`src/sv/mm4_pkg.sv`:
```
// Shared constants and types for the 4x4 fixed-point matrix multiplier.
package mm4_pkg;

    localparam int DIM         = 4;
    localparam int VALUE_WIDTH = 32;
    localparam int FRAC_BITS   = 16;
    localparam int CELLS       = DIM * DIM;

    localparam int IDX_W  = $clog2(DIM);
    localparam int CELL_W = $clog2(CELLS);
    localparam int STEP_W = CELL_W + IDX_W;
    localparam int PROD_W = 2 * VALUE_WIDTH;
    localparam int ACC_W  = PROD_W + IDX_W;

    typedef logic signed [VALUE_WIDTH-1:0] t_value;
    typedef logic [CELL_W-1:0]             t_cell;
    typedef logic [IDX_W-1:0]              t_idx;

    // Tag that travels with a product through the read, multiply and sum stages.
    typedef struct packed {
        logic  valid;
        t_cell elem;
        t_idx  k;
    } t_tag;

endpackage

```
`src/sv/mm4_ifs.sv`:
```
// Handshake interfaces for the element pairs in and the product elements out.
interface mm4_in_if;
    import mm4_pkg::*;

    logic   valid;
    logic   ready;
    t_value a_value;
    t_value b_value;
    logic   last_in;

    modport source (output valid, a_value, b_value, last_in, input ready);
    modport sink   (input valid, a_value, b_value, last_in, output ready);
endinterface

interface mm4_out_if;
    import mm4_pkg::*;

    logic   valid;
    logic   ready;
    t_value product_value;
    t_cell  out_index;
    logic   last_out;

    modport source (output valid, product_value, out_index, last_out, input ready);
    modport sink   (input valid, product_value, out_index, last_out, output ready);
endinterface

```
`src/sv/matrix4_multiply_fixed.sv`:
```
// After the sixteenth item, each product passes the memory read, multiply, accumulate and output registers.
// All sixteen items of a pair are loaded before computing starts, and no item is taken while reading,
// with the single shared multiplier reading one A and one B element per cycle unless the output stalls.
// Loading of the next pair overlaps the last products draining from the pipeline.
// Output backpressure freezes the whole compute pipeline.
// Reset (synchronous, active low) clears the load index and all valid flags; memories keep data.
module matrix4_multiply_fixed (
    input  logic      i_clk,
    input  logic      i_rst_n,
    mm4_in_if.sink    i_in,
    mm4_out_if.source o_out
);
    import mm4_pkg::*;

    localparam logic [STEP_W-1:0] LAST_STEP = STEP_W'(CELLS * DIM - 1);
    localparam t_cell             LAST_CELL = CELL_W'(CELLS - 1);
    localparam t_idx              LAST_K    = IDX_W'(DIM - 1);

    t_value mem_a [CELLS];
    t_value mem_b [CELLS];

    logic              r_busy;
    t_cell             r_load;
    logic [STEP_W-1:0] r_step;

    t_value                    r_a_rd, r_b_rd;
    logic signed [PROD_W-1:0]  r_prod;
    logic signed [ACC_W-1:0]   r_acc;
    t_tag                      r_s1, r_s2;
    logic                      r_s3_valid;
    t_cell                     r_s3_cell;

    logic   r_o_valid;
    t_value r_o_value;
    t_cell  r_o_index;
    logic   r_o_last;

    logic                    w_en;
    logic                    w_load;
    t_idx                    w_k, w_i, w_j;
    t_cell                   w_cell, w_a_addr, w_b_addr;
    logic signed [ACC_W-1:0] w_shift;
    logic                    w_ovf_hi, w_ovf_lo;
    t_value                  w_sat;

    assign w_en   = !r_o_valid || o_out.ready;
    assign w_load = i_in.valid && i_in.ready;

    assign i_in.ready          = !r_busy;
    assign o_out.valid         = r_o_valid;
    assign o_out.product_value = r_o_value;
    assign o_out.out_index     = r_o_index;
    assign o_out.last_out      = r_o_last;

    // Step walks cells in index order, with the dot-product term k in the low bits.
    assign w_k      = r_step[IDX_W-1:0];
    assign w_cell   = r_step[STEP_W-1:IDX_W];
    assign w_i      = w_cell[IDX_W-1:0];
    assign w_j      = w_cell[CELL_W-1:IDX_W];
    assign w_a_addr = CELL_W'(w_i) + CELL_W'(DIM) * CELL_W'(w_k);
    assign w_b_addr = CELL_W'(w_k) + CELL_W'(DIM) * CELL_W'(w_j);

    // The exact sum shifted with floor, then clamped to the output range.
    assign w_shift  = r_acc >>> FRAC_BITS;
    assign w_ovf_hi = !w_shift[ACC_W-1] && (|w_shift[ACC_W-2:VALUE_WIDTH-1]);
    assign w_ovf_lo = w_shift[ACC_W-1] && !(&w_shift[ACC_W-2:VALUE_WIDTH-1]);

    always_comb begin
        if (w_ovf_hi) begin
            w_sat = {1'b0, {(VALUE_WIDTH-1){1'b1}}};
        end else if (w_ovf_lo) begin
            w_sat = {1'b1, {(VALUE_WIDTH-1){1'b0}}};
        end else begin
            w_sat = w_shift[VALUE_WIDTH-1:0];
        end
    end

    always_ff @(posedge i_clk) begin
        if (w_load) begin
            mem_a[r_load] <= i_in.a_value;
            mem_b[r_load] <= i_in.b_value;
        end
    end

    always_ff @(posedge i_clk) begin
        if (w_en && r_busy) begin
            r_a_rd <= mem_a[w_a_addr];
            r_b_rd <= mem_b[w_b_addr];
        end
    end

    always_ff @(posedge i_clk) begin
        if (!i_rst_n) begin
            r_busy <= 1'b0;
            r_load <= '0;
            r_step <= '0;
        end else begin
            if (w_load) begin
                r_load <= r_load + 1'b1;
                if (r_load == LAST_CELL) begin
                    r_busy <= 1'b1;
                    r_step <= '0;
                end
            end else if (w_en && r_busy) begin
                r_step <= r_step + 1'b1;
                if (r_step == LAST_STEP) begin
                    r_busy <= 1'b0;
                end
            end
        end
    end

    always_ff @(posedge i_clk) begin
        if (!i_rst_n) begin
            r_s1       <= '0;
            r_s2       <= '0;
            r_s3_valid <= 1'b0;
            r_o_valid  <= 1'b0;
        end else if (w_en) begin
            r_s1       <= '{valid: r_busy, elem: w_cell, k: w_k};
            r_s2       <= r_s1;
            r_s3_valid <= r_s2.valid && (r_s2.k == LAST_K);
            r_o_valid  <= r_s3_valid;
        end
    end

    always_ff @(posedge i_clk) begin
        if (w_en) begin
            r_prod    <= PROD_W'(r_a_rd) * PROD_W'(r_b_rd);
            r_s3_cell <= r_s2.elem;
            if (r_s2.valid) begin
                r_acc <= ((r_s2.k == '0) ? '0 : r_acc) + ACC_W'(r_prod);
            end
            r_o_value <= w_sat;
            r_o_index <= r_s3_cell;
            r_o_last  <= (r_s3_cell == LAST_CELL);
        end
    end

    a_busy_ends: assert property (@(posedge i_clk) disable iff (!i_rst_n)
        (r_busy && w_en && r_step == LAST_STEP) |=> !r_busy)
        else $error("compute did not stop after the last read");

    a_busy_starts: assert property (@(posedge i_clk) disable iff (!i_rst_n)
        $rose(r_busy) |-> ($past(w_load) && $past(r_load) == LAST_CELL))
        else $error("compute started without the last item loaded");

    a_no_load_busy: assert property (@(posedge i_clk) disable iff (!i_rst_n)
        r_busy |-> !w_load)
        else $error("item written while the matrices are being read");

    a_last_index: assert property (@(posedge i_clk) disable iff (!i_rst_n)
        (r_o_valid && r_o_last) |-> (r_o_index == LAST_CELL))
        else $error("last marker on a result that is not the final element");

    a_stall_hold: assert property (@(posedge i_clk) disable iff (!i_rst_n)
        !w_en |=> ($stable(r_acc) && $stable(r_s2)))
        else $error("pipeline moved under output backpressure");

endmodule
```
`src/flat_wrapper.sv`:
```
// flat-port wrapper written by rule: the top's interface ports become plain ports
module matrix4_multiply_fixed_flat import mm4_pkg::*;
  (i_clk, i_rst_n, i_in_valid, i_in_a_value, i_in_b_value, i_in_last_in, i_in_ready, o_out_valid, o_out_product_value, o_out_out_index, o_out_last_out, o_out_ready);
  mm4_in_if i_in_i ();
  mm4_out_if o_out_i ();
  input  logic i_clk;
  input  logic i_rst_n;
  input wire logic [$bits(i_in_i.valid)-1:0] i_in_valid;
  input wire logic [$bits(i_in_i.a_value)-1:0] i_in_a_value;
  input wire logic [$bits(i_in_i.b_value)-1:0] i_in_b_value;
  input wire logic [$bits(i_in_i.last_in)-1:0] i_in_last_in;
  output wire logic [$bits(i_in_i.ready)-1:0] i_in_ready;
  output wire logic [$bits(o_out_i.valid)-1:0] o_out_valid;
  output wire logic [$bits(o_out_i.product_value)-1:0] o_out_product_value;
  output wire logic [$bits(o_out_i.out_index)-1:0] o_out_out_index;
  output wire logic [$bits(o_out_i.last_out)-1:0] o_out_last_out;
  input wire logic [$bits(o_out_i.ready)-1:0] o_out_ready;
  assign i_in_i.valid = i_in_valid;
  assign i_in_i.a_value = i_in_a_value;
  assign i_in_i.b_value = i_in_b_value;
  assign i_in_i.last_in = i_in_last_in;
  assign i_in_ready = i_in_i.ready;
  assign o_out_valid = o_out_i.valid;
  assign o_out_product_value = o_out_i.product_value;
  assign o_out_out_index = o_out_i.out_index;
  assign o_out_last_out = o_out_i.last_out;
  assign o_out_i.ready = o_out_ready;
  matrix4_multiply_fixed u_core (.i_clk(i_clk), .i_rst_n(i_rst_n), .i_in(i_in_i), .o_out(o_out_i));
endmodule
```
`config.mk`:
```
export PLATFORM = sky130hd
export DESIGN_NAME = matrix4_multiply_fixed_flat
export DESIGN_NICKNAME = d
export VERILOG_FILES = /design/src/sv/mm4_pkg.sv /design/src/sv/mm4_ifs.sv /design/src/sv/matrix4_multiply_fixed.sv /design/src/flat_wrapper.sv
export SDC_FILE = /design/constraint.sdc
export NUM_CORES = 2
export LEC_CHECK = 0
export BUFFER_PORTS_ARGS = -buffer_cell sky130_fd_sc_hd__buf_2
export CAP_MARGIN = 30
export CORE_ASPECT_RATIO = 1.4
export CORE_MARGIN = 3
export CORE_UTILIZATION = 55
export DETAILED_ROUTE_END_ITERATION = 12
export PLACE_DENSITY = 0.71
export SETUP_SLACK_MARGIN = 0.5
export SYNTH_ARGS = -nofsm -noshare
export SYNTH_HDL_FRONTEND = slang
export SYNTH_SLANG_ARGS = --single-unit
```
`constraint.sdc`:
```
create_clock -name i_clk -period 9 [get_ports i_clk]
set_input_delay 0.45 -clock i_clk [delete_from_list [all_inputs] [get_ports i_clk]]
set_output_delay 0.45 -clock i_clk [all_outputs]
set_load 0.01 [all_outputs]
```
; ---- Yosys cells after proc, flatten, opt, wreduce, memory -nomap -nowiden
; Memories as Yosys holds them, arrays and structs flattened. A register that Yosys moved wholly into a read port is not among the register bits.
; Cells that the tools add are included.
[totals]
register_bits = 198
ram_bits = 1024
in_bits = 69
out_inout_bits = 39
elab_cells = 59
n_memories = 2
[mem_list]
columns = name, depth, width, rd, rd_ports_with_merged_regs, write_ports, line_no
row1 = u_core.mem_a, 16, 32, 1, 1, 1, matrix4_multiply_fixed.sv:19  ; t_value mem_a [CELLS];
row2 = u_core.mem_b, 16, 32, 1, 1, 1, matrix4_multiply_fixed.sv:20  ; t_value mem_b [CELLS];
[op_classes]
add_sub_neg = 5
multipliers = 1
eq_ne = 5
n_mux = 11
reduce_logical = 18
[ops]
columns = operator, count
row1 = $add A66 B66 Y66, 1
row2 = $mux W66, 1
row3 = $mul A32 B32 Y64, 1
row4 = $mux W32, 1
row5 = $reduce_and A19 Y1, 1
row6 = $reduce_or A19 Y1, 1
row7 = $mux W6, 3
row8 = $add A2 B4 Y4, 2
row9 = $eq A4 B4 Y1 const B, 2
row10 = $add A6 B1 Y6 const B, 1
row11 = $eq A6 B6 Y1 const B, 1
row12 = $mux W1, 6
row13 = $logic_and A1 B1 Y1, 5
row14 = $add A4 B1 Y4 const B, 1
row15 = $logic_not A1 Y1, 4
row16 = $reduce_and A2 Y1, 2
row17 = $reduce_bool A2 Y1, 2
row18 = $reduce_and A3 Y1, 1
row19 = $eq A2 B2 Y1 const B, 1
row20 = $logic_not A2 Y1, 1
row21 = $ne A2 B2 Y1 const B, 1
row22 = $logic_or A1 B1 Y1, 1

; ---- Logic depth before layout (Yosys ltp)
[logic_depth]
ltp_word = 5
ltp_mapped = 29
mapped_depth_nobuf = 28

; ---- Worst setup path before layout
; Ideal clock, no wire load.
[synth_timing]
path_kind = register to register
startpoint = register u_core.r_a_rd[31] (read register of u_core.mem_a)
endpoint = register u_core.r_prod[60], data pin
setup_time_ns = 0.259
arrival_ns = 7.813
required_time_ns = 8.741
setup_slack_ns = 0.928
stages_incl_launch_ff = 27
path_buffers = 1
period_less_slack_ns = 8.072
path_cell_list = edfxtp_1 > clkbuf_1 > nand2_1 > inv_1 > fa_1 > fa_1 > fa_1 > inv_1 > fa_1 > inv_1 > fa_1 > fa_1 > inv_1 > fa_1 > inv_1 > fa_1 > ha_1 > nor2b_1 > o21ai_0 > nand2_1 > a21o_1 > a21o_1 > a2111oi_2 > o31ai_1 > a21oi_2 > nor4b_1 > a211o_1
[synth_between]
elab_chain_cells = 1
[synth_rtl]
columns = item, line_no
row1 = "start, declared", matrix4_multiply_fixed.sv:26  ; t_value r_a_rd, r_b_rd;
row2 = $mul A32 B32 Y64, matrix4_multiply_fixed.sv:129  ; r_prod <= PROD_W'(r_a_rd) * PROD_W'(r_b_rd);
row3 = "end signal, assigned", matrix4_multiply_fixed.sv:129
row4 = "end, declared", matrix4_multiply_fixed.sv:27  ; logic signed [PROD_W-1:0] r_prod;
; No other way between the ends.
; A chain may end at the register's enable or synchronous reset.

; ---- Worst setup path in the final report
[layout_timing]
startpoint = register u_core.r_b_rd[18] (read register of u_core.mem_b)
endpoint = register u_core.r_prod[56], data pin
[layout_between]
elab_chain_cells = 1
[layout_rtl]
columns = item, line_no
row1 = "start, declared", matrix4_multiply_fixed.sv:26
row2 = $mul A32 B32 Y64, matrix4_multiply_fixed.sv:129
; No other way between the ends.

==> summary.md <==
| Metric | Value |
|---|---|
| Post-synthesis sequential area ratio | `44.0%` |
| CORE AREA | `157,000 um^2` |
| Crit share post-route | `92.6%` |
| Netlist cell types | `82` |
| Initial Util | `55.4%` |
| CP endpoint kind | `flop` |
| Post-route clock skew | `0.0938 ns` |
| Post-route DRC | `0` |
| Antenna violations before repair | `23` |
| Vias in the first global route | `55,668` |
| GRT Max-Usage Layer | `met2` |
| Outcome | `finished, final reports clean` |
| WP data required | `9.50 ns` |
| Final WL | `210 mm` |
| Critical path's top delay family | `adder cells` |
| Root Driver | `clkbuf_16` |
| Share of cells above drive strength 1 | `12.8%` |
| Cell mode on critical path | `fa_1` |
| Most used flip-flop cell after synthesis | `edfxtp_1` |
| TritonCTS Sinks | `1,286` |
| IO Pins | `108` |
| Final setup fails | `0` |
| Syn Std Cell Area | `87,200 um^2` |
| Max Cap Viol | `0` |
| Critical path's slowest cell | `edfxtp_1` |
| CTS Buf Count | `115` |
| VDD IR-drop max | `204 uV` |
| Setup tns final | `0 ns` |
| RSZ-0062 raised after global routing | `yes` |
| Max incr delay on CP | `0.70 ns` |
| Final nets | `7,900` |
| Critical path depth | `23` |
| Post-synth EDFFs | `1,259` |
| Half-perimeter wire length after placement | `144 mm` |
| Crit path DAT | `8.84 ns` |
| Clock-pin slew on the worst setup and hold paths | `0.07 ns` |
| IO Port Bufs | `106` |
| Register bit count reported by yosys | `1,286` |
| GR Layer Usage met3 | `3.65%` |
| Warnings, synthesis | `0` |
| M2 GR Usage | `46.5%` |
| Worst slew pin tran | `1.04 ns` |
| Dpl ws | `0.474 ns` |
| Maximum buffer depth of the clock tree | `3` |
| Power per cell area | `125 nW/um^2` |
| Via count | `50,550` |
| Synth Instances | `6,356` |
| Post-DRT Antenna Nets | `0` |
| Worst-Skew Late Latency | `0.78 ns` |
| Hold Path Class | `in2reg` |
| Leak | `37.9 nW` |
| FFs w/ async S/R, synth | `0%` |
| Congestion Overflow GR | `0` |
| Final Cell Area | `95,500 um^2` |
| Final hold viol count | `0` |
| DR WL/cell | `24.1 um` |
| First-pass GRT wire length | `327 mm` |
| Worst path bufs/invs | `2` |
| Critical path startpoint category | `flop` |
| Reg2Reg Depth | `23` |
| Average via count per standard cell | `5.81` |
| Die Y | `477 um` |
| Row count | `172` |
| Mapped Nets | `7,762` |
| Placed Area | `90,600 um^2` |
| Layout area overhead | `9.50%` |
| Crit path setup slack, layout | `0.664 ns` |
| Placer Congestion | `0.930` |
| Syn_area_per_cell | `13.7 um^2` |
| 1st-iter DRT viols | `3,970` |
| Crit Path Max Fanout | `21` |
| TritonCTS clock tree | `yes` |
| Tmin final | `8.34 ns` |
| Crit path kind | `reg2reg` |
| Min-Delay Path Depth | `1` |
| Pins Over Slew Limit | `0` |
| M1 GR Usage | `32.8%` |
| Crit-path cells | `buf_4 -> nand2_1 -> fa_1 -> fa_1 -> inv_1 -> fa_1 -> fa_1 -> fa_1 -> fa_1 -> fa_1 -> fa_1 -> ha_1 -> nand2_1 -> o21ai_0 -> a21o_1 -> a21oi_1 -> a2bb2oi_1 -> a31oi_2 -> o2111ai_1 -> nand2_1 -> a21o_1 -> a221oi_1 -> xnor2_1` |
| H-Tree Depth | `3` |
| Global Route Usage Sum | `26.4%` |
| Die X | `343 um` |
| DIE AREA | `163,000 um^2` |
| Slew HR | `30.8%` |
| Fmax | `0.120 GHz` |
| Pin count of the biggest net entering global routing | `111` |
| Drt pass-1 iters | `6` |
[placed cells by master, fill, tap and decap left out, types with 8 or more instances in the layout]
cell type and instances:
dlygate4sd3_1 41, clkbuf_1 22, clkbuf_16 117, a21oi_1 137
nor2_1 158, o211ai_1 14, nand4_1 33, clkinv_1 18
o21ai_0 58, ha_1 254, and3_1 11, nand2b_1 20
nand2_1 602, xnor2_1 90, diode_2 14, buf_12 29
a21boi_0 22, and2_4 16, dfxtp_1 21, clkinv_2 21
nand3_1 29, xor2_1 44, o21a_1 17, nor3_1 23
nor4_1 8, buf_2 106, a211oi_1 10, nor2b_1 80
a31oi_1 15, fa_1 1081, mux4_2 320, edfxtp_1 1259
and2_1 528, o21bai_1 27, buf_4 154, bufinv_16 12
a21o_1 79, and4_1 8, inv_1 972
[routing by layer]
layer	wire (um)	share of wire, %
met3	11900	5.7
met4	9250	4.4
met1	78400	37
met2	110000	52
met5	96	0.046
[report_power, final]
part | total (mW) | leakage (nW) | switching (mW) | internal (mW)
combinational | 0.211 | 24.2 | 0.139 | 0.0725
sequential | 6.63 | 11.8 | 0.0144 | 6.62
clock | 5.06 | 1.91 | 2.25 | 2.81
total | 11.9 | 37.9 | 2.40 | 9.50
[final cells by class]
type,instances,area (um^2)
antenna,14,35.0
clock buffer,146,3110
clock inverter,69,830
fill,11688,61800
inverter,975,3670
multi-input combinational,3781,44100
sequential,1286,38400
tap,2088,2610
timing repair buffer,335,2800
[logic make-up after synthesis]
group,synth area share [%]
AND/OR/NAND/NOR,8.86
adder cells (fa/ha/maj),28.5
buffers and inverters,5.58
flip-flops,44.0
AO/OA/AOI/OAI,3.44
multiplexers,8.29
XOR/XNOR,1.35
[flip-flops by register name (all words and copies together) (netlist names), 4 cells and up]
signal / count
u_core.r_load: 4
u_core.r_step: 6
u_core.o_out.product_value: 32
u_core.r_prod: 64
u_core.mem_a: 512
u_core.o_out.out_index: 4
u_core.mem_b: 512
u_core.r_s2: 7
u_core.r_s3_cell: 4
u_core.r_acc: 66
u_core.r_s1: 7
u_core.r_b_rd: 32
u_core.r_a_rd: 32
[cell usage after synthesis, types with 19 or more instances]
cell	number	area, um^2
edfxtp_1	1259	37800
fa_1	1083	21700
inv_1	974	3660
nand2_1	602	2260
and2_1	544	3400
mux4_2	320	7210
clkbuf_1	270	1010
ha_1	254	3180
nor2_1	160	601
a21oi_1	137	686
xnor2_1	90	788
nor2b_1	80	500
a21o_1	79	593
o21ai_0	58	290
xor2_1	44	385
nand4_1	33	206
nand3_1	29	145
dfxtp_1	27	541
o21bai_1	27	203
buf_1	23	86.3
nor3_1	23	115
a21boi_0	22	165
nand2b_1	20	125
buf_2	19	95.1
[stage by stage]
step	util, %	hold slack (ns)	cells	power, mW
final	60.7	0.0547	8694	11.9
after global routing	60.7	0.0483	8686	12.2
after CTS	60.4	0.000355	8653	12.0
after detailed placement	57.6	0.425	8393	6.95
after floorplan	-	0.408	6356	6.83
after global placement	57.6	0.420	8390	6.94
[path summary, 6_finish.rpt]
| check | from | end | slack, ns |
|---|---|---|---|
| hold reg to reg | u_core.r_s2[3]$_SDFFE_PN0N_ | u_core.r_s3_cell[1]$_DFFE_PN_ | 0.44 |
| setup reg to reg | u_core.r_b_rd[18]$_DFFE_PP_ | u_core.r_prod[56]$_DFFE_PN_ | 0.66 |
| setup / recovery | u_core.r_b_rd[18]$_DFFE_PP_ | u_core.r_prod[56]$_DFFE_PN_ | 0.66 |
| hold / removal | i_in_a_value[22] | u_core.mem_a[11][22]$_DFFE_PP_ | 0.05 |
[timing repair]
action	CTS	global route
endpoints found under the setup margin	1	15
setup buffers	4	24
endpoints found under the hold margin	468	0
gates resized for setup	0	7
hold buffers	41	0
pin swaps	0	0
No activity file was read; power rests on OpenSTA's default activity.
